File: config.mk
export PLATFORM = sky130hd
export DESIGN_NAME = pcg_cfg
export DESIGN_NICKNAME = d
export VERILOG_FILES = /design/src/rtl/pcg_pkg.sv /design/src/rtl/pcg_cfg.sv
export SDC_FILE = /design/constraint.sdc
export NUM_CORES = 1
export LEC_CHECK = 0
export BUFFER_PORTS_ARGS = -buffer_cell sky130_fd_sc_hd__buf_2
export CAP_MARGIN = 20
export CORE_ASPECT_RATIO = 1.4
export CORE_MARGIN = 1.5
export CORE_UTILIZATION = 36
export DETAILED_ROUTE_END_ITERATION = 8
export PLACE_DENSITY_LB_ADDON = 0.3
export SYNTH_ARGS = -nofsm -noshare
export SYNTH_HDL_FRONTEND = slang
export SYNTH_SLANG_ARGS = --single-unit
File: constraint.sdc
create_clock -name clk -period 27 [get_ports clk]
set_input_delay 5.4 -clock clk [delete_from_list [all_inputs] [get_ports clk]]
set_output_delay 5.4 -clock clk [all_outputs]
set_load 0.005 [all_outputs]
File: src/rtl/pcg_pkg.sv
// ----------------------------------------------------------------------------
// Periodic chirp generator package
// Shared widths, fixed-point constants, divisor tables and types.
// ----------------------------------------------------------------------------
package pcg_pkg;

  localparam int unsigned PCG_MAX_LENGTH = 4096;
  localparam int unsigned PCG_IDX_W      = 12;
  localparam int unsigned PCG_SQ_W       = 2 * PCG_IDX_W;
  localparam int unsigned PCG_LEN_W      = 13;
  localparam int unsigned PCG_RATE_W     = 14;
  localparam int unsigned PCG_X_W        = 31;
  localparam int unsigned PCG_OUT_W      = 16;

  // pi/2 and 1.0 in Q1.30
  localparam logic [30:0] PCG_HALFPI_Q30 = 31'd1686629713;
  localparam logic [30:0] PCG_ONE_Q30    = 31'h4000_0000;
  localparam logic [31:0] PCG_HALF_Q15   = 32'd16384;

  // Horner divisors of the sine and cosine series
  localparam int unsigned PCG_SIN_DIV [6] = '{156, 110, 72, 42, 20, 6};
  localparam int unsigned PCG_COS_DIV [6] = '{182, 132, 90, 56, 30, 12};
  localparam int unsigned PCG_COS_LAST_DIV = 2;
  localparam int unsigned PCG_POLY_STEPS   = 6;

  // configuration register indexes
  localparam logic PCG_REG_LENGTH = 1'b0;
  localparam logic PCG_REG_RATE   = 1'b1;

  typedef enum logic [1:0] {
    CFG_IDLE,
    CFG_LOAD,
    CFG_RATE,
    CFG_PROD
  } pcg_cfg_state_t;

  // one sample in flight through the series evaluation
  typedef struct packed {
    logic [30:0] x;
    logic [31:0] x2;
    logic [30:0] hs;
    logic [30:0] hc;
    logic [1:0]  quad;
  } pcg_poly_t;

endpackage

File: src/rtl/pcg_cfg.sv
// ----------------------------------------------------------------------------
// Periodic chirp generator configuration unit
// Holds length and rate, and derives K = ((L+1)*n) mod 2L bit-serially.
// ----------------------------------------------------------------------------
module pcg_cfg
  import pcg_pkg::*;
#(
  parameter  int unsigned MAX_LENGTH = PCG_MAX_LENGTH,
  localparam int unsigned LW = $clog2(MAX_LENGTH + 1),
  localparam int unsigned MW = LW + 1
) (
  input  logic                  clk,
  input  logic                  rst_n,
  input  logic                  cfg_valid,
  output logic                  cfg_ready,
  input  logic                  cfg_index,
  input  logic [PCG_RATE_W-1:0] cfg_data,
  output logic                  busy,
  output logic [LW-1:0]         len_o,
  output logic [MW-1:0]         mod_o,
  output logic [MW-1:0]         kval_o
);

  localparam int unsigned PW = 2 * MW;
  localparam int unsigned WW = (PW > PCG_RATE_W) ? PW : PCG_RATE_W;
  localparam int unsigned CW = $clog2(WW + 1);

  pcg_cfg_state_t state_r, state_nxt;
  logic [PCG_LEN_W-1:0]  len_r;
  logic [PCG_RATE_W-1:0] rate_r;
  logic [CW-1:0]         cnt_r, cnt_nxt;
  logic [MW-1:0]         rem_r, rem_nxt;
  logic [WW-1:0]         word_r, word_nxt;
  logic [MW-1:0]         kval_r, kval_nxt;
  logic                  we;
  logic [LW-1:0]         lenc;
  logic [MW-1:0]         modv;
  logic [MW-1:0]         aval;
  logic [MW-1:0]         nres;
  logic [PW-1:0]         prod;
  logic [PCG_RATE_W-1:0] absn;

  function automatic logic [MW-1:0] mod_step(input logic [MW-1:0] rem, input logic b,
                                             input logic [MW-1:0] md);
    logic [MW:0] t;
    t = {rem, b};
    if (t >= {1'b0, md}) t = t - {1'b0, md};
    return t[MW-1:0];
  endfunction

  assign cfg_ready = 1'b1;
  assign we        = cfg_valid && cfg_ready;

  // register writes
  always_ff @(posedge clk) begin
    if (!rst_n) begin
      len_r  <= PCG_LEN_W'(PCG_MAX_LENGTH);
      rate_r <= PCG_RATE_W'(1);
    end else if (we) begin
      case (cfg_index)
        PCG_REG_LENGTH: len_r  <= cfg_data[PCG_LEN_W-1:0];
        PCG_REG_RATE:   rate_r <= cfg_data;
        default: ;
      endcase
    end
  end

  // effective length, modulus and multiplier
  always_comb begin
    if (len_r == '0) lenc = LW'(1);
    else if (32'(len_r) > MAX_LENGTH) lenc = LW'(MAX_LENGTH);
    else lenc = LW'(len_r);
  end
  assign modv = {lenc, 1'b0};
  assign aval = (lenc == LW'(1)) ? '0 : MW'(lenc) + MW'(1);
  assign absn = rate_r[PCG_RATE_W-1] ? PCG_RATE_W'(-rate_r) : rate_r;
  assign nres = (rate_r[PCG_RATE_W-1] && rem_r != '0) ? modv - rem_r : rem_r;
  assign prod = PW'(aval) * PW'(nres);

  // next state
  always_comb begin
    state_nxt = state_r;
    case (state_r)
      CFG_IDLE: state_nxt = CFG_IDLE;
      CFG_LOAD: state_nxt = CFG_RATE;
      CFG_RATE: if (cnt_r == '0) state_nxt = CFG_PROD;
      CFG_PROD: if (cnt_r == '0) state_nxt = CFG_IDLE;
      default:  state_nxt = CFG_IDLE;
    endcase
    if (we) state_nxt = CFG_LOAD;
  end

  // reducer datapath
  always_comb begin
    cnt_nxt  = cnt_r;
    rem_nxt  = rem_r;
    word_nxt = word_r;
    kval_nxt = kval_r;
    case (state_r)
      CFG_LOAD: begin
        word_nxt = WW'(absn) << (WW - PCG_RATE_W);
        rem_nxt  = '0;
        cnt_nxt  = CW'(PCG_RATE_W);
      end
      CFG_RATE: begin
        if (cnt_r != '0) begin
          rem_nxt  = mod_step(rem_r, word_r[WW-1], modv);
          word_nxt = word_r << 1;
          cnt_nxt  = cnt_r - CW'(1);
        end else begin
          word_nxt = WW'(prod) << (WW - PW);
          rem_nxt  = '0;
          cnt_nxt  = CW'(PW);
        end
      end
      CFG_PROD: begin
        if (cnt_r != '0) begin
          rem_nxt  = mod_step(rem_r, word_r[WW-1], modv);
          word_nxt = word_r << 1;
          cnt_nxt  = cnt_r - CW'(1);
        end else begin
          kval_nxt = rem_r;
        end
      end
      default: ;
    endcase
  end

  always_ff @(posedge clk) begin
    if (!rst_n) begin
      state_r <= CFG_LOAD;
      cnt_r   <= '0;
    end else begin
      state_r <= state_nxt;
      cnt_r   <= cnt_nxt;
    end
  end

  always_ff @(posedge clk) begin
    rem_r  <= rem_nxt;
    word_r <= word_nxt;
    kval_r <= kval_nxt;
  end

  assign busy   = (state_r != CFG_IDLE) || we;
  assign len_o  = lenc;
  assign mod_o  = modv;
  assign kval_o = kval_r;

endmodule

# Word level (Yosys, flattened, before mapping)
# Index checks and enable logic that the tools add are counted.
[op_classes]
multipliers = 1
n_mux = 18
magnitude_cmp = 2
n_bitwise = 3
n_eq_ne = 7
reduce_logical = 15
n_addsub = 5
[ops]
columns = ["cell", "n"]
rows = [
  ["$mux W14", 6],
  ["$pmux W28 S3", 1],
  ["$mux W28", 2],
  ["$pmux W14 S3", 1],
  ["$mul A14 B14 Y28", 1],
  ["$sub A14 B14 Y14", 2],
  ["$mux W13", 2],
  ["$ge A15 B14 Y1", 1],
  ["$pmux W5 S3", 1],
  ["$add A13 B1 Y14 const B", 1],
  ["$neg A14 Y14", 1],
  ["$reduce_bool A14 Y1", 1],
  ["$eq A13 B1 Y1 const B", 1],
  ["$gt A13 B13 Y1 const B", 1],
  ["$logic_not A13 Y1", 1],
  ["$mux W5", 2],
  ["$reduce_and A2 Y1", 5],
  ["$pmux W2 S4", 1],
  ["$ne A2 B2 Y1 const B", 3],
  ["$logic_not A5 Y1", 1],
  ["$reduce_bool A5 Y1", 1],
  ["$sub A5 B1 Y5 const B", 1],
  ["$eq A2 B2 Y1 const B", 2],
  ["$mux W2", 2],
  ["8 further kinds", 10],
]
[word_totals]
out_inout_bits = 43
reg_bits = 90
wordCells = 58

# Longest topological paths before layout
[logic_depth]
ltp_word = 8
ltp_mapped = 36

# Least setup slack after synthesis
# No wires, ideal clock.
[synth_path]
path_type = "in2out"
startpoint = "in cfg_valid"
endpoint = "out busy"
slack_ns = 16.069
t_arrival_ns = 5.531
path_buffers = 0
required_ns = 21.600
path_stages = 1
cell_sequence = "nand2b_1"
[synth_between]
elab_chain_len = 1
[synth_lines]
columns = ["item", "line", "source"]
rows = [
  ["from (decl)", "pcg_cfg.sv:14", "input logic cfg_valid,"],
  ["$logic_or A1 B1 Y1", "pcg_cfg.sv:145", "assign busy = (state_r != CFG_IDLE) || we;"],
  ["to (decl)", "pcg_cfg.sv:18", "output logic busy,"],
]
# Every way passes these cells.

# Worst setup path after layout
# Same ends and word-level chain as after synthesis.

==> summary.md <==
| Metric | Value |
|---|---|
| Gr ovfl total | `0` |
| Fin. max-slew vios | `0` |
| Share of cells above drive strength 1 | `8.95%` |
| Iter 0 DRT Violations | `601` |
| Fmax achieved | `0.0893 GHz` |
| Met3 Resource Use GR | `1.23%` |
| Status | `finished clean` |
| Post-synth top area cell | `fa_1` |
| Nets | `1,745` |
| TritonCTS clock tree | `done` |
| Worst-Margin Slew | `0.990 ns` |
| Reg area | `0.00236 mm2` |
| Finished Core Util | `39.6%` |
| Post-Syn Area | `0.0125 mm2` |
| Fin Clk Skew | `0.00758 ns` |
| FILL cells | `3,414` |
| Worst Hold Slack | `0.497 ns` |
| Setup TNS | `0 ns` |
| DR vias/cell | `5.22` |
| HPWL after DPL | `27,500 um` |
| GRT Max-Usage Layer | `met2` |
| Vias in the first global route | `10,374` |
| Die width | `160 um` |
| Overall routing resource usage | `19.5%` |
| WS Path Type | `input pin to primary output` |
| Worst setup path startpoint | `cfg_valid` |
| R2R Path End | `word_r[26]` |
| WP data required | `21.60 ns` |
| Io pins | `61` |
| Multi-input gate area | `0.00912 mm2` |
| CP endpoint | `busy` |
| Initial antenna violation count | `0` |
| Starting Density | `36.6%` |
| Endpoint type of the worst setup path | `primary output` |
| Post-Route WL | `33,700 um` |
| Clock Sinks | `90` |
| Number of CTS-inserted buffers | `9` |
| Vias | `9,995` |
| Final number of setup-violating endpoints | `0` |
| Latest clock arrival within the worst-skew pair | `0.35 ns` |
| Final Cycle Share | `41.5%` |
| Chip height | `223 um` |
| IO buf count | `58` |
| Final instance area | `0.0135 mm2` |
| Slew HR | `33.7%` |
| Worst VDD drop | `0.0496 mV` |
| Largest net degree at the start of global routing | `45` |
| Ys async rst share | `0%` |
| Worst r2r src | `len_r[12]` |
| Placed cell areas | `0.0132 mm2` |
| Routability cong. | `0.923` |
| Drt wl/cell | `17.6 um` |
| Pre-antenna DRT Iters | `5` |
| # hold bufs at CTS | `0` |
| First-pass GRT wire length | `55,000 um` |
| Cell count after synthesis | `1,422` |
| MaxCap Viol Count | `0` |
| Met1 Use GR | `23.6%` |
| Ant. Diodes | `0` |
| Ys Warns | `0` |
| Sequential area share after synthesis | `18.9%` |
| Tmin final | `11.20 ns` |
| Startpoint type of the worst setup path | `input pin` |
| R2R Setup Slk | `17.47 ns` |
| DRT antenna net count | `0` |
| Worst-path clk slew | `0.07 ns` |
| Core footprint | `0.0341 mm2` |
| Static Leak | `6.29 nW` |
| Die area | `0.0358 mm2` |
| Clock Root Buffer | `clkbuf_16` |
| Endpoints failing hold | `0` |
| Hold crit path type | `flop to flop` |
| Post-synth cell types | `72` |
| PostCTS Resize Cnt | `0` |
| Post-synth EDFFs | `56` |
| Share of the synthesized area in the top cell type | `22.9%` |
| Row Count | `80` |
| P&R area growth vs syn | `8.36%` |
| Postcts setup bufs | `0` |
| Worst R2R Path Depth | `29` |
| Largest fanout on the critical path | `7` |
| Power Dens Cells | `56.6 mW/mm2` |
| Worst endpoint data arrival time | `5.80 ns` |
| DR DRC count | `0` |
| Syn avg cell area | `8.78 um2` |
| H-tree depth | `3` |
| Flops & latches, synth | `90` |
| GR met2 Demand/Resource | `34.7%` |
| Longest Clk Path Bufs | `2` |
| Primary FF master, synth | `edfxtp_1` |
| Min-delay src | `rate_r[8]` |
| RSZ-0062 raised after global routing | `false` |
| Area contributors post-synth | `fa_1, edfxtp_1, ha_1, nand2_1, inv_1` |
[synth_stat cells, types with 17 or more instances]
cell type	count
and2_1	41
inv_1	198
o21ai_0	55
nor2_1	78
xor2_1	17
nand2_1	225
a21boi_0	29
edfxtp_1	56
fa_1	143
a21o_1	21
buf_4	18
nor3_1	19
xnor2_1	40
nand3_1	22
ha_1	125
dfxtp_1	34
a21oi_1	48
clkbuf_1	40
[logic make-up after synthesis]
family                     share of synthesized area [%]
AOI/OAI and AO/OA                                   13.4
xor gates and xnor gates                            4.00
adders and majority gates                           35.5
buffers and inverters                               8.60
DFF                                                 18.9
muxes                                               1.38
other                                             0.0601
and+or+nand+nor                                     18.2
[worst min path at each step]
stage	cells past startpoint	end	slack, ns
CTS	2	rate_r[5]	0.50
global route	2	rate_r[12]	0.53
detailed placement	2	rate_r[5]	0.49
global placement	2	rate_r[5]	0.48
floorplan	0	kval_o[0]	0.43
finish	2	rate_r[8]	0.50
[layer usage]
| layer | vias to the layer above | share of wire, % | routed length, um |
|---|---|---|---|
| met4 | 0 | 5.0 | 1700 |
| met5 | - | 0 | 0 |
| met3 | 76 | 2.2 | 749 |
| met1 | 4955 | 42 | 14000 |
| met2 | 216 | 51 | 17300 |
| li1 | 4748 | - | - |
[per-stage QoR]
stage / power (W) / worst slack [ns] / cells
final: 0.000766 / 15.80 / 1915
after global routing: 0.000833 / 15.78 / 1915
after CTS: 0.000770 / 15.80 / 1914
after detailed placement: 0.000637 / 15.80 / 1898
after global placement: 0.000631 / 15.79 / 1898
after floorplan: 0.000516 / 16.07 / 1436
[layout make-up]
cell class / count / area share (%)
repair buffers: 77 / 3.20
multi-input cells: 1082 / 67.4
clock inverters: 7 / 0.564
clock buffers: 9 / 1.66
well taps: 451 / 4.17
flip-flops and latches: 90 / 17.5
inverters: 199 / 5.52
[layout by cell type, fill, tap and decap left out, types with 15 or more instances in the layout]
cell type	n
and2_1	41
nand3_1	22
edfxtp_1	56
a21boi_0	29
a21oi_1	48
mux2i_1	15
o21ai_0	55
dfxtp_1	34
xor2_1	17
ha_1	125
nand2_1	225
xnor2_1	38
buf_4	19
buf_2	58
nor2_1	78
nand2b_1	15
conb_1	16
inv_1	197
nor3_1	19
fa_1	143
a21o_1	21
[report_power, final]
group	internal [W]	switching (W)	total (W)
Clock	0.0000726	0.0000566	0.000129
Sequential	0.000170	0.0000201	0.000190
Combinational	0.000173	0.000274	0.000447
Total	0.000416	0.000351	0.000766
[sequential cells by signal (all words and copies together), names as in the netlist]
register and flops:
state_r 2, rate_r 14, rem_r 14, cnt_r 5, len_r 13, word_r 28, kval_o 14
[worst max-delay path, stage by stage]
cell and delay [ns]:
buf_2 0.13, nand2b_1 0.14, buf_2 0.12
No activity file was read; power rests on OpenSTA's default activity.
