File: src/rtl/pcg_pkg.sv
// ----------------------------------------------------------------------------
// Periodic chirp generator package
// Shared widths, fixed-point constants, divisor tables and types.
// ----------------------------------------------------------------------------
package pcg_pkg;

  localparam int unsigned PCG_MAX_LENGTH = 4096;
  localparam int unsigned PCG_IDX_W      = 12;
  localparam int unsigned PCG_SQ_W       = 2 * PCG_IDX_W;
  localparam int unsigned PCG_LEN_W      = 13;
  localparam int unsigned PCG_RATE_W     = 14;
  localparam int unsigned PCG_X_W        = 31;
  localparam int unsigned PCG_OUT_W      = 16;

  // pi/2 and 1.0 in Q1.30
  localparam logic [30:0] PCG_HALFPI_Q30 = 31'd1686629713;
  localparam logic [30:0] PCG_ONE_Q30    = 31'h4000_0000;
  localparam logic [31:0] PCG_HALF_Q15   = 32'd16384;

  // Horner divisors of the sine and cosine series
  localparam int unsigned PCG_SIN_DIV [6] = '{156, 110, 72, 42, 20, 6};
  localparam int unsigned PCG_COS_DIV [6] = '{182, 132, 90, 56, 30, 12};
  localparam int unsigned PCG_COS_LAST_DIV = 2;
  localparam int unsigned PCG_POLY_STEPS   = 6;

  // configuration register indexes
  localparam logic PCG_REG_LENGTH = 1'b0;
  localparam logic PCG_REG_RATE   = 1'b1;

  typedef enum logic [1:0] {
    CFG_IDLE,
    CFG_LOAD,
    CFG_RATE,
    CFG_PROD
  } pcg_cfg_state_t;

  // one sample in flight through the series evaluation
  typedef struct packed {
    logic [30:0] x;
    logic [31:0] x2;
    logic [30:0] hs;
    logic [30:0] hc;
    logic [1:0]  quad;
  } pcg_poly_t;

endpackage

File: src/rtl/pcg_front.sv
// ----------------------------------------------------------------------------
// Periodic chirp generator front end
// Takes index beats and queues them for the compute pipeline.
// ----------------------------------------------------------------------------
module pcg_front
  import pcg_pkg::*;
(
  input  logic                 clk,
  input  logic                 rst_n,
  input  logic                 in_tvalid,
  output logic                 in_tready,
  input  logic [15:0]          in_tdata,   // [11:0] sample_index
  input  logic                 busy,
  output logic                 item_valid,
  output logic [PCG_IDX_W-1:0] item_index,
  input  logic                 take
);

  localparam int unsigned DEPTH = 4;
  localparam int unsigned AW    = $clog2(DEPTH);

  logic [PCG_IDX_W-1:0] q_mem [DEPTH];
  logic [AW-1:0]        wr_ptr_r, rd_ptr_r;
  logic [AW:0]          cnt_r;
  logic                 push, pop;

  assign in_tready  = (cnt_r != (AW+1)'(DEPTH)) && !busy;
  assign push       = in_tvalid && in_tready;
  assign item_valid = (cnt_r != '0);
  assign pop        = take && item_valid;
  assign item_index = q_mem[rd_ptr_r];

  // queue storage
  always_ff @(posedge clk) begin
    if (push) q_mem[wr_ptr_r] <= in_tdata[PCG_IDX_W-1:0];
  end

  // pointers and fill level
  always_ff @(posedge clk) begin
    if (!rst_n) begin
      wr_ptr_r <= '0;
      rd_ptr_r <= '0;
      cnt_r    <= '0;
    end else begin
      if (push) wr_ptr_r <= wr_ptr_r + AW'(1);
      if (pop)  rd_ptr_r <= rd_ptr_r + AW'(1);
      case ({push, pop})
        2'b10:   cnt_r <= cnt_r + (AW+1)'(1);
        2'b01:   cnt_r <= cnt_r - (AW+1)'(1);
        default: cnt_r <= cnt_r;
      endcase
    end
  end

endmodule

File: config.mk
export PLATFORM = sky130hd
export DESIGN_NAME = pcg_front
export DESIGN_NICKNAME = d
export VERILOG_FILES = /design/src/rtl/pcg_pkg.sv /design/src/rtl/pcg_front.sv
export SDC_FILE = /design/constraint.sdc
export NUM_CORES = 1
export LEC_CHECK = 0
export ABC_AREA = 1
export BUFFER_PORTS_ARGS = -buffer_cell sky130_fd_sc_hd__buf_2
export CAP_MARGIN = 20
export CORE_MARGIN = 10
export CORE_UTILIZATION = 30
export CTS_CLUSTER_DIAMETER = 40
export CTS_CLUSTER_SIZE = 20
export DETAILED_ROUTE_END_ITERATION = 12
export GPL_TIMING_DRIVEN = 0
export PLACE_DENSITY = 0.59
export REMOVE_ABC_BUFFERS = 1
export SETUP_SLACK_MARGIN = 0.15
export SLEW_MARGIN = 20
export SYNTH_ARGS = -nofsm -noshare
export SYNTH_HDL_FRONTEND = slang
export SYNTH_SLANG_ARGS = --single-unit
File: constraint.sdc
create_clock -name clk -period 4.6 [get_ports clk]
set_input_delay 0.46 -clock clk [delete_from_list [all_inputs] [get_ports clk]]
set_output_delay 0.46 -clock clk [all_outputs]
set_load 0.02 [all_outputs]
# [After elaboration in Yosys (flattened, before gate mapping)]
# Memory sizes are Yosys's and may differ from the RTL's. A register that Yosys moved wholly into a read port is not among the register bits.
# Index checks and enable logic that the tools add are counted.
[totals] inputBits=21 word_cells=22 mem_count=1 ff_bits=7 mem_bits_rw=48 latchBits=0 romBits=0
[classes] reduce_logical=6 add_sub_neg=4 n_div=0 bitwise_logic=0 mux=5 magnitude_cmp=0 n_mul=0 n_eq_ne=3 shifts=0
[memory_table] name="q_mem" depth=4 word_bits=12 read_ports=1 rd_ports_with_merged_regs=1 wr=1 line_no="pcg_front.sv:22" rtl="logic [PCG_IDX_W-1:0] q_mem [DEPTH];"
[ops] op="$pmux 3 s2" count=1
[ops] op="$add 2x1->2 const B" count=2
[ops] op="$mux 2" count=2
[ops] op="$add 3x1->3 const B" count=1
[ops] op="$logic_and 1x1->1" count=3
[ops] op="$ne 3x3->1 const B" count=1
[ops] op="$reduce_bool 3->1" count=1
[ops] op="$sub 3x1->3 const B" count=1
[ops] op="$eq 2x1->1 const B" count=1
[ops] op="$eq 2x2->1 const B" count=1
[ops] op="$mux 1" count=2
[ops] op="$reduce_bool 2->1" count=1
[ops] op="$logic_not 1->1" count=1

# [Logic depth before layout (Yosys ltp)]
# Gate-level depths: netlist (run 1).
[depth] word_depth=5 depth_mapped=13

# [Worst setup path after synthesis (run 1)]
# OpenSTA, ideal clock, no wires.
[synth_timing] kind="reg-to-reg" startpoint="register cnt_r[2]" endpoint="register cnt_r[2]" slack_ns=2.904 stages_incl_launch_ff=14 arrival_time_ns=1.583 cell_sequence="dfxtp_1 inv_2 nand2_2 nand2_2 inv_2 ha_1 inv_1 fa_1 inv_1 nand2_1 nand3_1 nand2_1 nand2_1 nor2_1"
[synth_lines] item="from (decl)" line_no="pcg_front.sv:24" rtl="logic [AW:0] cnt_r;"
[synth_lines] item="from (signal assigned)" line_no="pcg_front.sv:48" rtl="2'b10: cnt_r <= cnt_r + (AW+1)'(1);"
[synth_lines] item="from (signal assigned)" line_no="pcg_front.sv:49" rtl="2'b01: cnt_r <= cnt_r - (AW+1)'(1);"
[synth_lines] item="from (signal assigned)" line_no="pcg_front.sv:50" rtl="default: cnt_r <= cnt_r;"
[synth_lines] item="$reduce_bool 3->1 (*)" line_no="pcg_front.sv:29" rtl="assign item_valid = (cnt_r != '0);"
[synth_lines] item="net item_valid" line_no="pcg_front.sv:14" rtl="output logic item_valid,"
[synth_lines] item="$logic_and 1x1->1 (*)" line_no="pcg_front.sv:30" rtl="assign pop = take && item_valid;"
[synth_lines] item="net pop" line_no="pcg_front.sv:25" rtl="logic push, pop;"
[synth_lines] item="$eq 2x1->1 or $eq 2x2->1 (tied branches)" line_no="pcg_front.sv:47" rtl="case ({push, pop})"
[synth_lines] item="$pmux 3 s2 or $reduce_bool 2->1 (tied branches)"
# The timed path passes the listed nets; every way through them passes the cells marked *.
# A chain may end at the register's enable or synchronous reset.

==> results.cfg, run 1 <==
[critical_path]
worstReg2RegEnd = cnt_r[2]$_SDFFE_PN0P_
end_kind = output port
cp_num_buf_inv = 2
start_kind = flip-flop
crit_path_max_incr_delay_ns = 0.90
reg2regPathDepth = 12
crit_path_max_delay_cell_type = dfxtp_1
critical_path.max_fanout = 25
timing.critical_path.required_ns = 4.14
setup.worst_path.end = item_index[0]
critical_path.cell_chain = inv_2 -> o21ai_0 -> o22ai_1 -> buf_2
critical_path.top_delay_family = flip-flops
timing.setup.critical_path_class = reg2out
worst-r2r-setup-slack_ns = 2.82
critPathArrivalTime_ns = 2.16
worst-path-stages = 4
worst_r2r_startpoint = cnt_r[1]$_SDFFE_PN0P_

[detailed_routing]
post-route-drc-count = 0
via_count = 1431
postRouteWirelength_um = 4420
drt.antenna.violating_nets = 0
wl_per_cell_um = 13.5
detail_route.vias_per_cell = 4.38
initial_drt_pass_iterations = 4
dr.first_iter.drc_count = 39

[min_path]
number_of_cells_on_the_worst_hold_path = 1
worst_min_path_class = in2reg

[power]
pwr-share-clk_pct = 29.7
power.combinational.fraction_pct = 24.9
p_switching_mw = 0.465
p_seq_share_pct = 45.4
vdd_ir_drop_max_mv = 0.277
total_power_mw = 1.43
internal-power_mw = 0.962
switching_share_pct = 32.6
leakagePower_nw = 1.02
power_density_nw_per_um2 = 523

[grt]
gr-max-usage-layer = met2
first_global_vias = 1450
grt.met1_usage_pct = 8.36
grt_antenna_before_repair = 0
grt_first_pass_wirelength_um = 7020
grt_util_met2_pct = 13.3
globalRoute.totalOverflow = 0
global_route_usage_over_all_layers_pct = 8.10
gr-usage-met3_pct = 4.55
grt_start_max_net_pins = 26

[clocking]
clk_path_buf_depth = 2
postCtsHoldBufs = 0
clk_pin_slew_ns = 0.06
cts_tree = done
worst_skew_pair.late_latency_ns = 0.33
postCtsSetupBuffers = 0
cts-buffers-inserted = 9
ctsHtreeMaxLevel = 3
cts_sinks = 57
post_cts_resized = 0
cts_root_buffer = clkbuf_8

[place]
post_dp_cell_area_um2 = 2550
dp.final_hpwl_um = 2820
placer_s_final_routability_congestion_estimate = 0.683
buffer_ports.inserted = 30

[run_status]
run_status = finished, final reports clean

[synth]
synth.largest_area_cell = edfxtp_1
synth_enable_flop_cells = 48
synthesis.area_um2 = 2320
synth.most_common_cell = edfxtp_1
synth_cell_type_count = 23
synth_top_area_share_pct = 62.2
post_synth_most_frequent_cells = 48 x edfxtp_1, 34 x nor2_1, 18 x inv_1
synth_async_sr_flop_share_pct = 0
cell_types_occupying_the_most_area_after_synthesis = edfxtp_1 62%, dfxtp_1 7.8%, nor2_1 5.5%
postSynthAreaPerCell_um2 = 12.3
yosysWarningCount = 0
number_of_register_bits_inferred_by_synthesis = 57
synth_sequential_area_ratio_pct = 70.0
yosys_most_used_dff = edfxtp_1
syn-instance-count = 189

[job]
max-cap-violations = 0

[final_layout]
area.growth.synth_to_final_pct = 17.8
summed_area_of_non_filler_cells_in_the_final_layout_um2 = 2730
n_antenna_cell = 0
layout-drive-gt1-share_pct = 24.6
finish.net_count = 251
finish.utilization_pct = 37.0

[die]
floorplan.die_area_um2 = 11600
die_width_um = 108
die_y_um = 108
placement_rows = 31
core_box_area_um2 = 7370
floorplan.initialDensity_pct = 31.4
floorplan.io_pins = 35

[timing]
hold_viol = 0
holdWs_ns = 0.343
max_slew.worst_pin.slew_ns = 0.880
final_period_minus_worst_setup_slack_ns = 2.62
max_frequency_mhz = 382
timing.final.setup_violations = 0
maxSlewHeadroom_pct = 41.3
period_share_pct = 56.9
final_max_slew_violation_count = 0
fin_tns_setup_ns = 0
rsz0062_at_grt = no
timing.clock.skew_ns = 0.00778
==> worst min path at each step <==
stage | start | endpoint | slack [ns]
finish | in_tdata[9] | q_mem[1][9]$_DFFE_PP_ | 0.34
global route | in_tdata[9] | q_mem[1][9]$_DFFE_PP_ | 0.32
CTS | in_tdata[9] | q_mem[1][9]$_DFFE_PP_ | 0.33
detailed placement | rd_ptr_r[1]$_SDFFE_PN0P_ | rd_ptr_r[1]$_SDFFE_PN0P_ | 0.49
global placement | rd_ptr_r[1]$_SDFFE_PN0P_ | rd_ptr_r[1]$_SDFFE_PN0P_ | 0.49
floorplan | rd_ptr_r[1]$_SDFFE_PN0P_ | flip-flop | 0.46
==> layout by cell type (no fill, tap or decap) <==
cell	synthesis	routed
o22ai_1	12	12
nand2_2	2	2
inv_2	3	3
clkbuf_1	0	2
dfxtp_1	9	9
bufinv_16	0	1
nand3_1	2	2
buf_2	2	30
nand2_4	1	1
nand4_1	2	2
a21boi_1	1	1
ha_1	5	5
clkbuf_8	0	9
edfxtp_1	48	48
o21ai_0	10	10
fa_1	1	1
nor2_2	1	5
nor2_4	1	1
nand2_1	12	12
nand3_4	1	1
nor2_1	34	30
o21ai_1	17	17
inv_1	18	18
a21oi_1	3	3
clkinv_2	0	3
==> area by class of cell <==
| type | instances | area, um^2 |
|---|---|---|
| Inverter | 21 | 78.8 |
| Tap cell | 99 | 124 |
| Timing Repair Buffer | 30 | 150 |
| Multi-Input combinational cell | 105 | 579 |
| Clock inverter | 4 | 45.0 |
| Sequential cell | 57 | 1620 |
| Clock buffer | 11 | 131 |
| Fill cell | 755 | 4640 |
==> worst reg2reg max path, cell delays in order (launching register included) <==
cell	delay, ns
dfxtp_1	0.35
nor2_4	0.18
nand2_4	0.08
nand3_4	0.12
ha_1	0.18
inv_1	0.07
fa_1	0.38
inv_1	0.06
nand2_1	0.04
nand3_1	0.08
nand2_1	0.06
nand2_1	0.05
nor2_1	0.03
==> registers in the layout, indices dropped and copies added, names as in the netlist, named ones only <==
name and cells:
q_mem 48, cnt_r 3, rd_ptr_r 2, wr_ptr_r 2
==> stage by stage <==
stage,setup slack (ns),std cells
floorplan,2.85,183
global placement,2.29,312
detailed placement,2.28,312
CTS,1.92,327
global route,1.71,327
finish,1.98,327
==> metal layers <==
| layer | part of all wire (%) | wire (um) | vias to the layer above |
|---|---|---|---|
| li1 | - | - | 733 |
| met1 | 41 | 1800 | 661 |
| met2 | 51 | 2260 | 30 |
| met3 | 6.8 | 300 | 7 |
| met4 | 1.2 | 55 | 0 |
| met5 | 0 | 0 | - |
==> logic make-up after synthesis <==
family          synth area share [%]
flops                           70.0
simple gates                    11.0
compound gates                  10.0
buf+inv                         5.45
fa+ha+maj                       3.56
==> power by group through the flow <==
| stage | clock [mW] | combinational [mW] | sequential [mW] |
|---|---|---|---|
| after detailed placement | 0 | 0.362 | 0.659 |
| after CTS | 0.433 | 0.364 | 0.649 |
| final | 0.424 | 0.355 | 0.647 |
| after global placement | 0 | 0.358 | 0.659 |
| after floorplan | 0 | 0.253 | 0.644 |
| after global routing | 0.460 | 0.407 | 0.655 |
Power figures use the tool's default switching activity.
==> inputs of run 2 (changes only) <==
Settings changed: ABC_AREA 1 to 0, PLACE_DENSITY 0.59 to 0.6.
Clock period 4.6 ns to 2.6 ns, I/O delays scaled along.
==> results.cfg, run 2 <==
[clocking]
cts-buffers-inserted = 9
ctsHtreeMaxLevel = 3
cts_root_buffer = clkbuf_8
post_cts_resized = 0
cts_tree = done
clk_path_buf_depth = 2
clk_pin_slew_ns = 0.06
cts_sinks = 57
postCtsSetupBuffers = 0
worst_skew_pair.late_latency_ns = 0.33
postCtsHoldBufs = 0

[die]
die_width_um = 106
floorplan.io_pins = 35
floorplan.initialDensity_pct = 30.9
placement_rows = 31
core_box_area_um2 = 7250
floorplan.die_area_um2 = 11300
die_y_um = 106

[synth]
synth_top_area_share_pct = 64.2
number_of_register_bits_inferred_by_synthesis = 57
cell_types_occupying_the_most_area_after_synthesis = edfxtp_1 64%, mux4_2 10%, dfxtp_1 8.0%
syn-instance-count = 115
synth.largest_area_cell = edfxtp_1
yosys_most_used_dff = edfxtp_1
synthesis.area_um2 = 2240
synth_cell_type_count = 26
synth_enable_flop_cells = 48
yosysWarningCount = 0
postSynthAreaPerCell_um2 = 19.5
synth.most_common_cell = edfxtp_1
post_synth_most_frequent_cells = 48 x edfxtp_1, 10 x mux4_2, 9 x dfxtp_1
synth_async_sr_flop_share_pct = 0
synth_sequential_area_ratio_pct = 72.3

[place]
placer_s_final_routability_congestion_estimate = 0.724
dp.final_hpwl_um = 2740
buffer_ports.inserted = 30
place.detailed.instances = 241

[final_layout]
final_cell_mix = 48 x edfxtp_1, 30 x buf_2, 10 x mux4_2
finish.net_count = 180
stdcell_count = 256
most_frequent_standard_cell_in_the_layout_excluding_fill_and_tap_cells = edfxtp_1
flip_flop_count_of_the_largest_register_all_copies_and_words_added = 48
n_antenna_cell = 0
area.growth.synth_to_final_pct = 19.5
largest_registers = q_mem (48), cnt_r (3)
largest_register = q_mem
layout-drive-gt1-share_pct = 37.6

[critical_path]
start_kind = flip-flop
critical_path.max_fanout = 12
end_kind = output port
timing.critical_path.required_ns = 2.34
critical_path.cell_chain = mux4_1 -> buf_2
worst_r2r_startpoint = cnt_r[0]$_SDFFE_PN0P_
timing.setup.critical_path_class = reg2out
critPathArrivalTime_ns = 2.00
crit_path_max_delay_cell_type = dfxtp_1
reg2regPathDepth = 9
worst-r2r-setup-slack_ns = 0.43
worstReg2RegEnd = cnt_r[2]$_SDFFE_PN0P_
crit_path_max_incr_delay_ns = 0.84

[detailed_routing]
dr.first_iter.drc_count = 28
wl_per_cell_um = 15.6
initial_drt_pass_iterations = 4
via_count = 1112
postRouteWirelength_um = 4000
detail_route.vias_per_cell = 4.34
drt.antenna.violating_nets = 0
post-route-drc-count = 0

[min_path]
worst_hold_path.endpoint = q_mem[2][7]$_DFFE_PP_
worst_min_path_class = in2reg
timing.hold.worst.start = in_tdata[7]
number_of_cells_on_the_worst_hold_path = 1

[run_status]
run_status = finished, final reports clean

[timing]
rsz0062_at_grt = no
max_frequency_mhz = 442
hold_viol = 0
period_share_pct = 86.9
maxSlewHeadroom_pct = 46.5
fin_tns_setup_ns = 0
final_period_minus_worst_setup_slack_ns = 2.26
timing.final.setup_violations = 0
max_slew.worst_pin.slew_ns = 0.802
final_max_slew_violation_count = 0
timing.clock.skew_ns = 0.00811

[power]
leakagePower_nw = 0.908
power_density_nw_per_um2 = 917
vdd_ir_drop_max_mv = 0.395
p_seq_share_pct = 47.1
total_power_mw = 2.46
switching_share_pct = 29.0
power.combinational.fraction_pct = 21.7
pwr-share-clk_pct = 31.2
internal-power_mw = 1.75
p_switching_mw = 0.713

[grt]
grt_start_max_net_pins = 13
global_route_usage_over_all_layers_pct = 7.50
grt_first_pass_wirelength_um = 6330
globalRoute.totalOverflow = 0
first_global_vias = 1244
grt_antenna_before_repair = 0

[job]
max-cap-violations = 0
-- run 2: layout make-up --
| class | count | area [um^2] |
|---|---|---|
| Sequential cell | 57 | 1620 |
| Clock buffer | 9 | 124 |
| Multi-Input combinational cell | 49 | 579 |
| Fill cell | 696 | 4570 |
| Clock inverter | 6 | 60.1 |
| Inverter | 6 | 22.5 |
| Timing Repair Buffer | 30 | 150 |
| Tap cell | 99 | 124 |
-- run 2: worst max-delay path by stage --
stage	endpoint	slack, ns	startpoint
final	item_index[3]	0.34	flip-flop
after detailed placement	cnt_r[2]$_SDFFE_PN0P_	0.42	cnt_r[0]$_SDFFE_PN0P_
after CTS	item_index[3]	0.23	flip-flop
after global routing	item_index[3]	0.15	flip-flop
after floorplan	cnt_r[2]$_SDFFE_PN0P_	0.65	cnt_r[1]$_SDFFE_PN0P_
after global placement	cnt_r[2]$_SDFFE_PN0P_	0.57	cnt_r[1]$_SDFFE_PN0P_
-- run 2: power groups by stage --
stage | registers [mW] | clock network [mW] | logic, mW
5_1_grt | 1.18 | 0.833 | 0.584
3_3_place_gp | 1.18 | 0 | 0.520
2_1_floorplan | 1.15 | 0 | 0.391
3_5_place_dp | 1.19 | 0 | 0.543
6_report | 1.16 | 0.766 | 0.535
4_1_cts | 1.17 | 0.789 | 0.545
-- run 2: per-stage QoR --
step / utilization, % / instance area, um^2 / worst slack (ns) / hold slack [ns]
floorplan: - / 2220 / 0.647 / 0.359
global placement: 34.4 / 2500 / 0.574 / 0.473
detailed placement: 34.4 / 2500 / 0.415 / 0.478
CTS: 37.0 / 2680 / 0.233 / 0.123
global route: 37.0 / 2680 / 0.153 / 0.125
finish: 37.0 / 2680 / 0.340 / 0.142
-- run 2: layer usage --
metal	vias to the layer above	global-route usage (%)	wire, um
li1	521	-	-
met1	552	7.92	1690
met2	32	11.9	1910
met3	7	4.53	322
met4	0	3.19	68
met5	-	0	0
-- run 2: cells by family (layout without fill, tap and decap cells) --
kind of cell,Yosys count,in the layout,share of synthesized area [%]
flip-flops,57,57,72.3
adder cells (fa/ha/maj),6,6,3.68
buffers and inverters,9,51,1.90
AND/OR/NAND/NOR,18,18,4.41
multiplexers,14,14,13.3
AO/OA/AOI/OAI,7,7,2.90
XOR/XNOR,4,4,1.56
-- run 2: worst max-delay path, delay by kind of cell, from the launching register on --
kind	cells	cell delay, ns
buffers and inverters	1	0.18
DFF	1	0.84
muxes	1	0.65
==> inputs of run 3 (changes only) <==
Settings changed: RECOVER_POWER set to 25.
==> results.cfg, run 3 (synthesis gave the netlist of run 2 again) <==
[power]
leakagePower_nw = 0.886
p_seq_share_pct = 47.1
pwr-share-clk_pct = 31.2
power_density_nw_per_um2 = 920
p_switching_mw = 0.712
power.combinational.fraction_pct = 21.7
internal-power_mw = 1.74
vdd_ir_drop_max_mv = 0.395
total_power_mw = 2.46
switching_share_pct = 29.0

[critical_path]
critical_path.cell_chain = mux4_1 -> buf_2
worst-path-stages = 2
reg2regPathDepth = 9
worst_r2r_startpoint = cnt_r[0]$_SDFFE_PN0P_
critical_path.top_delay_family = flip-flops
setup.worst_path.end = item_index[3]
crit_path_max_incr_delay_ns = 0.84
timing.critical_path.required_ns = 2.34
worst-r2r-setup-slack_ns = 0.43
start_kind = flip-flop
critPathArrivalTime_ns = 2.00
worstReg2RegEnd = cnt_r[2]$_SDFFE_PN0P_
critical_path.max_fanout = 12
timing.setup.critical_path_class = reg2out
cp_num_buf_inv = 1
end_kind = output port
crit_path_max_delay_cell_type = dfxtp_1

[detailed_routing]
post-route-drc-count = 0
drt.antenna.violating_nets = 0
dr.first_iter.drc_count = 32
via_count = 1114
wl_per_cell_um = 15.6
postRouteWirelength_um = 4000
detail_route.vias_per_cell = 4.35
initial_drt_pass_iterations = 4

[final_layout]
finish.net_count = 180
final_cell_mix = 48 x edfxtp_1, 22 x buf_2, 10 x mux4_2
n_antenna_cell = 0
largest_register = q_mem
area.growth.synth_to_final_pct = 19.1
nFillCells = 697
most_frequent_standard_cell_in_the_layout_excluding_fill_and_tap_cells = edfxtp_1
stdcell_count = 256
flip_flop_count_of_the_largest_register_all_copies_and_words_added = 48
layout-drive-gt1-share_pct = 32.5
largest_registers = q_mem (48), cnt_r (3)

[timing]
post-route-worst-setup-slack_ns = 0.341
timing.final.setup_violations = 0
maxSlewHeadroom_pct = 46.5
max_frequency_mhz = 443
max_slew.worst_pin.slew_ns = 0.801
final_period_minus_worst_setup_slack_ns = 2.26
fin_tns_setup_ns = 0
timing.clock.skew_ns = 0.00810
holdWs_ns = 0.149
period_share_pct = 86.9
final_max_slew_violation_count = 0
rsz0062_at_grt = no
hold_viol = 0

[clocking]
cts_tree = done
cts-buffers-inserted = 9
cts_sinks = 57
ctsHtreeMaxLevel = 3
post_cts_resized = 0
clk_pin_slew_ns = 0.06
postCtsHoldBufs = 0
worst_skew_pair.late_latency_ns = 0.33
cts_root_buffer = clkbuf_8
postCtsSetupBuffers = 0
clk_path_buf_depth = 2

[grt]
first_global_vias = 1244
grt_start_max_net_pins = 13
globalRoute.totalOverflow = 0
global_route_usage_over_all_layers_pct = 7.50
grt_antenna_before_repair = 0
grt_first_pass_wirelength_um = 6330

[place]
placement.setup.worst_slack_ns = 0.415
placer_s_final_routability_congestion_estimate = 0.724
dp.final_hpwl_um = 2740
place.detailed.instances = 241
buffer_ports.inserted = 30

[job]
max-cap-violations = 0

[min_path]
timing.hold.worst.start = in_tdata[4]
worst_min_path_class = in2reg

[die]
floorplan.die_area_um2 = 11300
core_box_area_um2 = 7250
placement_rows = 31
floorplan.io_pins = 35
die_width_um = 106
floorplan.initialDensity_pct = 30.9
die_y_um = 106

[run_status]
run_status = finished, final reports clean
==> run 3: worst min path at each step <==
stage	to	slack [ns]	depth (start not counted)
after CTS	q_mem[2][7]$_DFFE_PP_	0.12	1
after floorplan	q_mem[0][0]$_DFFE_PP_	0.36	0
after global routing	q_mem[2][4]$_DFFE_PP_	0.14	1
after global placement	q_mem[2][7]$_DFFE_PP_	0.47	1
final	q_mem[0][4]$_DFFE_PP_	0.15	1
after detailed placement	q_mem[3][4]$_DFFE_PP_	0.48	1
==> run 3: final cells by class <==
| cell class | instances | area (um^2) | share of cell area (%) |
|---|---|---|---|
| repair buffers | 30 | 140 | 5.25 |
| multi-input cells | 49 | 579 | 21.7 |
| clock inverters | 6 | 60.1 | 2.25 |
| well taps | 99 | 124 | 4.64 |
| inverters | 6 | 22.5 | 0.843 |
| flip-flops and latches | 57 | 1620 | 60.7 |
| clock buffers | 9 | 124 | 4.64 |
==> run 3: stage by stage <==
step	area (um^2)	util [%]
after detailed placement	2500	34.4
final	2670	36.8
after global placement	2500	34.4
after global routing	2670	36.8
after floorplan	2220	-
after CTS	2680	37.0
==> run 3: worst register-to-register path: cells and delay by family, from the launching register on <==
family	cells	cell delay [ns]
adder cells (fa/ha/maj)	2	0.57
AND/OR/NAND/NOR	2	0.56
buffers and inverters	2	0.15
flip-flops	1	0.37
AO/OA/AOI/OAI	2	0.29
XOR/XNOR	1	0.17
==> run 3: power by group through the flow <==
stage	clock (mW)	combinational, mW	sequential, mW
floorplan	0	0.391	1.15
global route	0.833	0.582	1.18
finish	0.766	0.533	1.16
CTS	0.789	0.545	1.17
global placement	0	0.520	1.18
detailed placement	0	0.543	1.19
==> run 3: routing by layer <==
layer  share of wire [%]  wire (um)  global-route usage [%]
met1                  42       1700                    7.92
met2                  48       1910                    11.9
met3                 8.1        322                    4.53
met4                 1.7         68                    3.19
met5                   0          0                       0
